`config.mk`:
```
export PLATFORM = sky130hd
export DESIGN_NAME = pnpb_front
export DESIGN_NICKNAME = d
export VERILOG_FILES = /design/src/assert_macros.svh /design/src/pnpb_pkg.sv /design/src/pnpb_front.sv
export SDC_FILE = /design/constraint.sdc
export NUM_CORES = 1
export LEC_CHECK = 0
export ABC_AREA = 1
export BUFFER_PORTS_ARGS = -buffer_cell sky130_fd_sc_hd__buf_2
export CAP_MARGIN = 20
export CORE_MARGIN = 4
export CORE_UTILIZATION = 35
export DETAILED_ROUTE_END_ITERATION = 8
export GPL_TIMING_DRIVEN = 0
export PLACE_DENSITY_LB_ADDON = 0.12
export SYNTH_ARGS = -nofsm -noshare
export SYNTH_HDL_FRONTEND = slang
export SYNTH_SLANG_ARGS = --single-unit
```
`constraint.sdc`:
```
create_clock -name clk -period 11.53 [get_ports clk]
set_input_delay 1.7295 -clock clk [delete_from_list [all_inputs] [get_ports clk]]
set_output_delay 1.7295 -clock clk [all_outputs]
set_load 0.005 [all_outputs]
```
`src/assert_macros.svh`:
```
// Assertion helpers for the RTL.
`ifndef ASSERT_MACROS_SVH
`define ASSERT_MACROS_SVH

// Clocked implication, disabled while reset is applied.
`define ASSERT_IMPL(label, clk, rst_n, ante, cons) \
	label: assert property (@(posedge clk) disable iff (!rst_n) (ante) |-> (cons)) \
		else $error("assertion failed");

// Next-cycle implication, disabled while reset is applied.
`define ASSERT_NEXT(label, clk, rst_n, ante, cons) \
	label: assert property (@(posedge clk) disable iff (!rst_n) (ante) |=> (cons)) \
		else $error("assertion failed");

`endif

```
`src/pnpb_pkg.sv`:
```
package pnpb_pkg;

	localparam int RING_COUNT_DEF   = 16;
	localparam int SECTOR_COUNT_DEF = 90;
	localparam int COORD_BITS_DEF   = 18;

	localparam int CORDIC_STEPS = 28;
	localparam int ANG_BITS     = 34;

	typedef enum logic [1:0] {
		OP_INSERT = 2'd0,
		OP_READ   = 2'd1,
		OP_CLEAR  = 2'd2,
		OP_NONE   = 2'd3
	} op_t;

	function automatic logic signed [ANG_BITS-1:0] atan_val(input logic [4:0] i);
		logic signed [ANG_BITS-1:0] r;
		begin
			case (i)
				5'd0:  r = 34'sd536870912;
				5'd1:  r = 34'sd316933405;
				5'd2:  r = 34'sd167458907;
				5'd3:  r = 34'sd85004756;
				5'd4:  r = 34'sd42667331;
				5'd5:  r = 34'sd21354465;
				5'd6:  r = 34'sd10680350;
				5'd7:  r = 34'sd5340245;
				5'd8:  r = 34'sd2670163;
				5'd9:  r = 34'sd1335086;
				5'd10: r = 34'sd667544;
				5'd11: r = 34'sd333772;
				5'd12: r = 34'sd166886;
				5'd13: r = 34'sd83443;
				5'd14: r = 34'sd41721;
				5'd15: r = 34'sd20860;
				5'd16: r = 34'sd10430;
				5'd17: r = 34'sd5215;
				5'd18: r = 34'sd2607;
				5'd19: r = 34'sd1303;
				5'd20: r = 34'sd651;
				5'd21: r = 34'sd325;
				5'd22: r = 34'sd162;
				5'd23: r = 34'sd81;
				5'd24: r = 34'sd40;
				5'd25: r = 34'sd20;
				5'd26: r = 34'sd10;
				5'd27: r = 34'sd5;
				default: r = '0;
			endcase
			return r;
		end
	endfunction

endpackage

```
`src/pnpb_front.sv`:
```
// Front end: takes items, forms deltas against the origin and resolves the
// sector of an insert with an iterative CORDIC (one micro-rotation a cycle).
module pnpb_front #(
	parameter int RING_COUNT   = pnpb_pkg::RING_COUNT_DEF,
	parameter int SECTOR_COUNT = pnpb_pkg::SECTOR_COUNT_DEF,
	parameter int COORD_BITS   = pnpb_pkg::COORD_BITS_DEF,
	parameter int RB           = 4,
	parameter int SB           = 7,
	parameter int CW           = 18
) (
	input  logic                         clk,
	input  logic                         arst_n,
	input  logic                         in_valid,
	output logic                         in_ready,
	input  logic [1:0]                   op,
	input  logic [RB-1:0]                ring,
	input  logic [SB-1:0]                sector,
	input  logic signed [COORD_BITS-1:0] px,
	input  logic signed [COORD_BITS-1:0] py,
	input  logic signed [COORD_BITS-1:0] pz,
	input  logic signed [COORD_BITS-1:0] org_x,
	input  logic signed [COORD_BITS-1:0] org_y,
	output logic                         q_valid,
	input  logic                         q_ready,
	output logic [1:0]                   q_op,
	output logic                         q_hit,
	output logic [CW-1:0]                q_cell,
	output logic signed [COORD_BITS-1:0] q_x,
	output logic signed [COORD_BITS-1:0] q_y,
	output logic signed [COORD_BITS-1:0] q_z
);
	import pnpb_pkg::*;

	localparam int DB = COORD_BITS + 1;
	localparam int XB = DB + 14;
	localparam int SIB = $clog2(SECTOR_COUNT);

	typedef enum logic [2:0] {
		ST_IDLE = 3'b001,
		ST_ROT  = 3'b010,
		ST_OUT  = 3'b100
	} st_t;

	st_t st_q;
	logic [1:0] op_q;
	logic [RB-1:0] ring_q;
	logic signed [COORD_BITS-1:0] x_q, y_q, z_q;
	logic signed [XB-1:0] cx_q, cy_q;
	logic signed [ANG_BITS-1:0] ang_q;
	logic [4:0] it_q;
	logic hit_q;
	logic [CW-1:0] cell_q;

	logic signed [DB-1:0] dx, dy;
	logic signed [XB-1:0] xs, ys;
	logic signed [ANG_BITS:0] off;
	logic [ANG_BITS+11:0] prod;
	logic [SIB-1:0] sidx;
	logic [CW-1:0] cell_sec;

	assign dx = DB'(px) - DB'(org_x);
	assign dy = DB'(py) - DB'(org_y);
	assign xs = cx_q >>> it_q;
	assign ys = cy_q >>> it_q;

	always_comb begin
		off = (ANG_BITS+1)'(ang_q) + (ANG_BITS+1)'(35'sd1073741824);
		if (off < 0)
			off = '0;
		if (off > (ANG_BITS+1)'(35'sd2147483648))
			off = (ANG_BITS+1)'(35'sd2147483648);
		prod = (ANG_BITS+12)'(off[31:0]) * (ANG_BITS+12)'(SECTOR_COUNT);
		if (off[31])
			prod = (ANG_BITS+12)'(32'h8000_0000) * (ANG_BITS+12)'(SECTOR_COUNT);
		if (prod[ANG_BITS+11:31] >= (ANG_BITS-19)'(SECTOR_COUNT))
			sidx = SIB'(SECTOR_COUNT - 1);
		else
			sidx = prod[31+SIB-1:31];
		cell_sec = CW'(ring_q) * CW'(SECTOR_COUNT) + CW'(sidx);
	end

	assign in_ready = (st_q == ST_IDLE);
	assign q_valid  = (st_q == ST_OUT);
	assign q_op = op_q;
	assign q_hit = hit_q;
	assign q_cell = cell_q;
	assign q_x = x_q;
	assign q_y = y_q;
	assign q_z = z_q;

	always_ff @(posedge clk or negedge arst_n) begin
		if (!arst_n) begin
			st_q <= ST_IDLE;
		end else begin
			case (st_q)
				ST_IDLE: begin
					if (in_valid) begin
						op_q <= op;
						ring_q <= ring;
						x_q <= px;
						y_q <= py;
						z_q <= pz;
						cx_q <= XB'(dx) <<< 12;
						cy_q <= XB'(dy) <<< 12;
						if (op == OP_INSERT) begin
							hit_q <= (32'(ring) < RING_COUNT) && !dx[DB-1];
							st_q <= ST_ROT;
							if (dy == '0) begin
								ang_q <= '0;
								it_q <= 5'(CORDIC_STEPS);
							end else if (dx == '0) begin
								ang_q <= dy[DB-1] ? -34'sd1073741824 : 34'sd1073741824;
								it_q <= 5'(CORDIC_STEPS);
							end else begin
								ang_q <= '0;
								it_q <= '0;
							end
						end else begin
							hit_q <= (32'(ring) < RING_COUNT) && (32'(sector) < SECTOR_COUNT);
							cell_q <= CW'(ring) * CW'(SECTOR_COUNT) + CW'(sector);
							st_q <= ST_OUT;
						end
					end
				end
				ST_ROT: begin
					if (it_q == 5'(CORDIC_STEPS)) begin
						cell_q <= cell_sec;
						st_q <= ST_OUT;
					end else begin
						if (!cy_q[XB-1]) begin
							cx_q <= cx_q + ys;
							cy_q <= cy_q - xs;
							ang_q <= ang_q + atan_val(it_q);
						end else begin
							cx_q <= cx_q - ys;
							cy_q <= cy_q + xs;
							ang_q <= ang_q - atan_val(it_q);
						end
						it_q <= it_q + 5'd1;
					end
				end
				ST_OUT: begin
					if (q_ready)
						st_q <= ST_IDLE;
				end
				default: st_q <= ST_IDLE;
			endcase
		end
	end

endmodule

```
==> out/summary.txt, run 1 <==
total grt overflow: 0
Hold Crit Depth: 3
pwr/cell area: 187 nW/um^2
largest net degree at the start of global routing: 49
Die Y: 289 um
die area: 83,500 um^2
DRC viols: 0
routability cong.: 1.04
synthesized instance count: 4,231
Cell variety after synth: 68
main combinational cell family by area after synthesis: simple AND/OR/NAND/NOR gates
Slew Viols, Final: 0
Period minus WS final: 9370 ps
clock buffer depth: 3
initial DRC count: 2,103
Reg-to-Reg Start: ang_q[30]
WS Path Type: reg -> reg
Fmax: 0.107 GHz
final WL: 100,000 um
Nets: 4,866
register area share after synthesis: 21.8%
vias in the first global route: 27,200
top cells by area, synth: edfxtp_1 19%, nand2_1 16%, ha_1 12%
Worst setup EP type: register
Avg Inst Size Synth: 6.53 um^2
WL/cell: 18.2 um
via count: 28,300
num rows: 102
mapped cell area: 27,600 um^2
# H-tree levels: 2
WP data required: 11,870 ps
Hold Vio Cnt, Final: 0
Tcrit/Tclk final: 81.3%
Die X-Extent: 289 um
Syn. warnings: 0
Worst Skew: 49.5 ps
initial core utilization: 35.5%
layout cells sized above 1: 9.32%
vias per inst: 5.13
slew margin rel.: 25.0%
post-synthesis adder-cell area fraction: 15.1%
highest metal used: met4
Worst path top cell family by delay: simple AND/OR/NAND/NOR gates
TritonCTS Buffers: 34
hold_buf cts: 0
async set or reset register ratio after synthesis: 1.42%
Pwr Total: 5.80 mW
outcome: finished clean
Root Driver: clkbuf_16
Final ANT Viol Nets: 0
Detailed Routing Iterations Pass 1: 6
hold_sp: st_q[1]
gr usage total: 23.5%
mux cell area share after synthesis: 0.326%
Setup TNS: 0 ps
met3 WL: 6120 um
Top Ports: 184
HPWL after DPL: 83,000 um
met2 wire length: 45,900 um
Worst Path Max Fanout: 10
clk sinks: 211
Startpoint Class: register
Post-Synth XOR/XNOR Area: 4.82%
post-synthesis simple-gate area fraction: 31.4%
max-cap viol count: 0
dominant cell type by area after synthesis: edfxtp_1
leakage power: 15.8 nW
post-cts resize count: 0
share of the synthesized area in the top cell type: 19.4%
RSZ-0062 raised after global routing: no
initial antenna violation count: 1
r2r setup slk: 2160 ps
post-CTS setup buffer count: 0
CP Data Arrival Time: 9710 ps
CP most frequent cell: nand2_1
Met1 Wirelength: 43,800 um
# diodes: 0
slowest CP cell: edfxtp_1
Compound-Gate Fraction of Synth Area: 15.2%
Core ar.: 77,800 um^2
worst reg2reg path depth: 49
Final setup viols: 0
VDD IR max: 0.000177 V
max incr delay on CP: 540 ps
Synth Flop Type: edfxtp_1
Hold Crit Class: reg -> reg
Worst Path Buf+Inv: 12
Post-synth EDFFs: 178
slew at the pin closest to its max-slew limit: 1130 ps
Port Buffers: 177
CTS tree: done
first-pass GRT wire length: 154,000 um
Worst-path clk slew: 50 ps
Area Growth Syn to Fin: 12.5%
FF-to-FF End: q_cell[11]
Skew-Pair Late Insertion Delay: 570 ps
Yosys reg bits: 211
WHS Endpoint: st_q[0]
==> synthesized netlist by cell type, types with 17 or more instances <==
| library cell | instances |
|---|---|
| dfxtp_1 | 30 |
| nand2_2 | 17 |
| nor2_1 | 313 |
| a31oi_1 | 44 |
| o21ai_0 | 187 |
| a21boi_0 | 17 |
| o21ai_2 | 21 |
| buf_2 | 31 |
| o21a_1 | 21 |
| inv_2 | 26 |
| xor2_1 | 86 |
| o21ai_1 | 75 |
| xnor2_1 | 66 |
| o211ai_1 | 20 |
| ha_1 | 254 |
| edfxtp_1 | 178 |
| fa_1 | 48 |
| nor3_1 | 55 |
| buf_1 | 24 |
| nand2_1 | 1206 |
| clkbuf_1 | 35 |
| a21oi_1 | 264 |
| nand3_1 | 319 |
| nand4_1 | 41 |
| inv_1 | 639 |
==> how the worst max path moves through the flow <==
stage,slack (ps),to,startpoint,cells past startpoint
2_1_floorplan,4250,q_cell[9],ang_q[30],47
3_3_place_gp,2320,q_x[0],arst_n,3
3_5_place_dp,2390,q_cell[11],ang_q[30],49
4_1_cts,2400,q_cell[11],ang_q[30],49
5_1_grt,1510,q_cell[11],ang_q[30],49
6_report,2160,q_cell[11],ang_q[30],49
==> layout by cell type, fill, tap and decap left out, types with 16 or more instances in the layout <==
cell type,n
xnor2_1,66
dfxtp_1,30
nand3b_1,16
buf_1,24
nand2_2,17
nand2_1,1206
a21oi_1,263
o21a_1,21
inv_2,26
a21boi_0,17
o21bai_1,16
nor3_1,54
buf_2,208
buf_6,17
ha_1,254
xor2_1,86
nand4_1,41
o21ai_2,21
fa_1,48
clkbuf_1,38
nor2_1,313
o21ai_1,75
a31oi_1,44
inv_1,639
edfxtp_1,178
nand3_1,319
clkbuf_16,34
o211ai_1,20
o21ai_0,187
==> power breakdown <==
part | total [mW] | switching, mW | internal (mW)
Clock | 1.05 | 0.436 | 0.617
Sequential | 1.14 | 0.125 | 1.02
Combinational | 3.61 | 2.40 | 1.20
Total | 5.80 | 2.96 | 2.84
==> per-layer routing <==
metal / global-route usage (%) / vias up
met2: 39.4 / 884
met5: 0 / -
met4: 9.15 / 0
met1: 30.7 / 12900
li1: - / 14400
met3: 3.45 / 161
==> cells by family (layout without fill, tap and decap cells) <==
group / count (synthesis) / count (layout)
other: 1 / 6
buffers and inverters: 783 / 1030
and+or+nand+nor: 2041 / 2041
muxes: 9 / 9
DFF: 211 / 211
AOI/OAI and AO/OA: 728 / 728
xor gates and xnor gates: 152 / 152
adders and majority gates: 306 / 306
==> layout make-up <==
type	count	area [um^2]
fill	8537	46800
timing repair buffer	185	997
clock buffer	37	862
sequential	211	6020
tap	1040	1300
buffer	116	629
multi-input combinational	3242	18500
clock inverter	25	245
inverter	667	2510
==> metrics by stage <==
step / instance area [um^2] / hold slack [ps] / util (%) / cells / setup WS, ps
after global routing: 31100 / 690 / 39.9 / 5523 / 1510
after floorplan: 27600 / 565 / - / 4236 / 4250
after detailed placement: 29900 / 616 / 38.5 / 5460 / 2390
after global placement: 29800 / 607 / 38.3 / 5453 / 2320
final: 31100 / 625 / 39.9 / 5523 / 2160
after CTS: 31000 / 624 / 39.9 / 5522 / 2400
==> worst register-to-register path, delay by kind of cell, from the launching register on <==
family / cells / cell delay (ps)
AOI/OAI and AO/OA: 7 / 2210
adders and majority gates: 7 / 2190
DFF: 1 / 540
buffers and inverters: 12 / 1310
and+or+nand+nor: 23 / 2900
(Power assumes the default switching activity.)
==> inputs of run 2 (changes only) <==
Settings changed: ABC_AREA 1 to 0.
Clock period 11.53 ns to 8.3 ns, I/O delays scaled along.
==> out/summary.txt, run 2 <==
layout cells sized above 1: 15.8% (+6.5 points)
Worst Skew: 28.9 ps (-20.7 ps)
WL/cell: 22.9 um (+26%)
Area Growth Syn to Fin: 14.5%
vias in the first global route: 23,700 (-13%)
DRC viols: 0 (unchanged)
Period minus WS final: 8020 ps (-1350 ps)
initial DRC count: 1,503 (-29%)
max-cap viol count: 0 (unchanged)
fill cell count: 7,354 (-14%)
Worst Path Max Fanout: 10 (unchanged)
TritonCTS Buffers: 28 (-18%)
Commonest cells post-synth: 267 x nor2_1, 254 x ha_1, 238 x inv_1
commonest non-fill, non-tap cell in the layout: nor2_1
Port Buffers: 177 (unchanged)
worst reg2reg path depth: 34 (-31%)
Die X-Extent: 279 um (-3.3%)
WP data required: 8650 ps (-3220 ps)
Cell variety after synth: 111 (+63%)
Top Ports: 184 (unchanged)
count leader, synth: nor2_1
Worst setup EP type: register
largest net degree at the start of global routing: 42 (-14%)
Nets: 3,543 (-27%)
mapped cell area: 25,800 um^2 (-6.6%)
Avg Inst Size Synth: 8.93 um^2 (+37%)
Final WS setup: 282 ps (-1880 ps)
pwr/cell area: 347 nW/um^2 (+85%)
initial core utilization: 35.3% (-0.13 points)
Sequential Area: 6020 um^2 (unchanged)
synthesized instance count: 2,888 (-32%)
Hold Crit Class: in -> async
r2r setup slk: 280 ps (-1880 ps)
Syn. warnings: 0 (unchanged)
Post-synth EDFFs: 178 (unchanged)
Tcrit/Tclk final: 96.6% (+15 points)
Startpoint Class: register
total grt overflow: 0 (unchanged)
gr usage total: 23.3% (-0.27 points)
Worst-path clk slew: 60 ps (about the same)
clk sinks: 211 (unchanged)
Skew-Pair Late Insertion Delay: 610 ps (+40 ps)
Fmax: 0.125 GHz (+17%)
clock buffer depth: 3 (unchanged)
via count: 23,400 (-17%)
most frequent cells in the layout: 267 x nor2_1, 250 x ha_1, 234 x inv_1, 201 x buf_2, 198 x a21oi_1
Hold Vio Cnt, Final: 0 (unchanged)
CTS tree: done
VDD IR max: 0.000194 V (+9.4%)
Root Driver: clkbuf_16
Setup TNS: 0 ps (unchanged)
HPWL after DPL: 76,700 um (-7.6%)
initial antenna violation count: 4 (+3)
routability cong.: 1.01 (-2.2%)
share of the synthesized area in the top cell type: 20.7% (+1.4 points)
outcome: finished clean
Final ANT Viol Nets: 0 (unchanged)
Yosys reg bits: 211 (unchanged)
DP Worst Slack: -1510 ps (-3900 ps)
Die Y: 279 um (-3.3%)
first-pass GRT wire length: 142,000 um (-7.6%)
Slew Viols, Final: 0 (unchanged)
vias per inst: 5.68 (+11%)
leakage power: 12.7 nW (-19%)
slowest CP cell: or4_1
die area: 78,100 um^2 (-6.4%)
final WL: 94,300 um (-6.0%)
WS Path Type: reg -> reg
register area share after synthesis: 23.4% (+1.5 points)
slew margin rel.: 19.7% (-5.3 points)
top cells by area, synth: edfxtp_1 21%, ha_1 12%, mux4_2 7.2%
Multi-input gate area: 18,500 um^2 (about the same)
# H-tree levels: 1 (-1)
slew at the pin closest to its max-slew limit: 1200 ps (+79.7 ps)
CP Data Arrival Time: 8370 ps (-1340 ps)
max incr delay on CP: 550 ps (about the same)
dominant cell type by area after synthesis: edfxtp_1
Synth Flop Type: edfxtp_1
Final setup viols: 0 (unchanged)
num rows: 99 (-2.9%)
Detailed Routing Iterations Pass 1: 5 (-1)
async set or reset register ratio after synthesis: 1.42% (unchanged)
Core ar.: 73,000 um^2 (-6.3%)
RSZ-0062 raised after global routing: yes
[run 2: cell count changes in the layout (fill, tap and decap cells not counted), moves of 50 or more]
cell and change:
o21ai_1 -73, nand2_1 -1027, o21ai_0 -50, inv_1 -405, nand3_1 -258, mux4_2 +82
a21oi_1 -65, a21o_1 +64, xnor2_1 +77
[run 2: worst max-delay path, delay by kind of cell (launching register included)]
family / cells / cell delay, ps
buffers and inverters: 6 / 590
AND/OR/NAND/NOR: 7 / 1600
AO/OA/AOI/OAI: 12 / 2360
flip-flops: 1 / 500
XOR/XNOR: 2 / 300
adder cells (fa/ha/maj): 7 / 2420
[run 2: per-stage QoR]
stage                     area [um^2]  hold slack, ps  util, %  power [mW]  cells
after detailed placement        28100             601     38.5        8.74   4038
after floorplan                 25800             557        -        6.84   2893
after CTS                       29200             429     40.1        10.2   4095
after global placement          27900             608     38.2        8.66   4029
final                           29500             462     40.5        10.2   4118
after global routing            29500             431     40.5        11.1   4116
[run 2: final cells by class]
class / instances / share of cell area [%]
plain buffers: 129 / 2.19
flip-flops and latches: 211 / 20.4
multi-input cells: 2310 / 62.6
inverters: 240 / 3.05
clock buffers: 32 / 2.42
diodes: 3 / 0.0254
clock inverters: 20 / 0.860
well taps: 959 / 4.06
repair buffers: 214 / 4.41
[run 2: path summary, 6_finish.rpt]
| check | from | endpoint |
|---|---|---|
| worst max-delay path | ang_q[30] | q_cell[9] |
| worst min-delay path | arst_n | st_q[1] |
| worst max register to register | ang_q[30] | q_cell[9] |
| worst min register to register | st_q[0] | st_q[0] |
| max in group asynchronous | arst_n | st_q[0] |
| min in group clk | st_q[0] | st_q[0] |
[run 2: layer usage]
layer,vias up,wire length [um],global-route usage [%]
met5,-,22,0
met4,4,3890,8.38
met3,193,5010,3.48
met2,661,47700,42.9
met1,11400,37700,27.4
li1,11100,-,-
[run 2: timing repair]
item,CTS,global route
endpoints found under the setup margin,13,13
hold buffers,0,0
pin swaps,6,14
gates cloned,0,0
buffers inserted,8,20
hold endpoints to repair,0,0
gates resized for setup,28,35
[run 2: where the power goes]
part | switching [mW] | internal, mW
logic | 4.24 | 2.96
registers | 0.262 | 1.48
clock network | 0.515 | 0.775
total | 5.02 | 5.21
[run 2: kinds of logic (layout without fill, tap and decap cells)]
family          count (synthesis)  after routing  synth area share [%]
flops                         211            211                  23.4
mux                           158            158                  10.6
fa+ha+maj                     307            307                  16.2
simple gates                  826            826                  15.7
xor+xnor                      256            256                  8.72
compound gates                757            757                  19.5
buf+inv                       372            635                  5.92
other cells                     1              9                0.0145
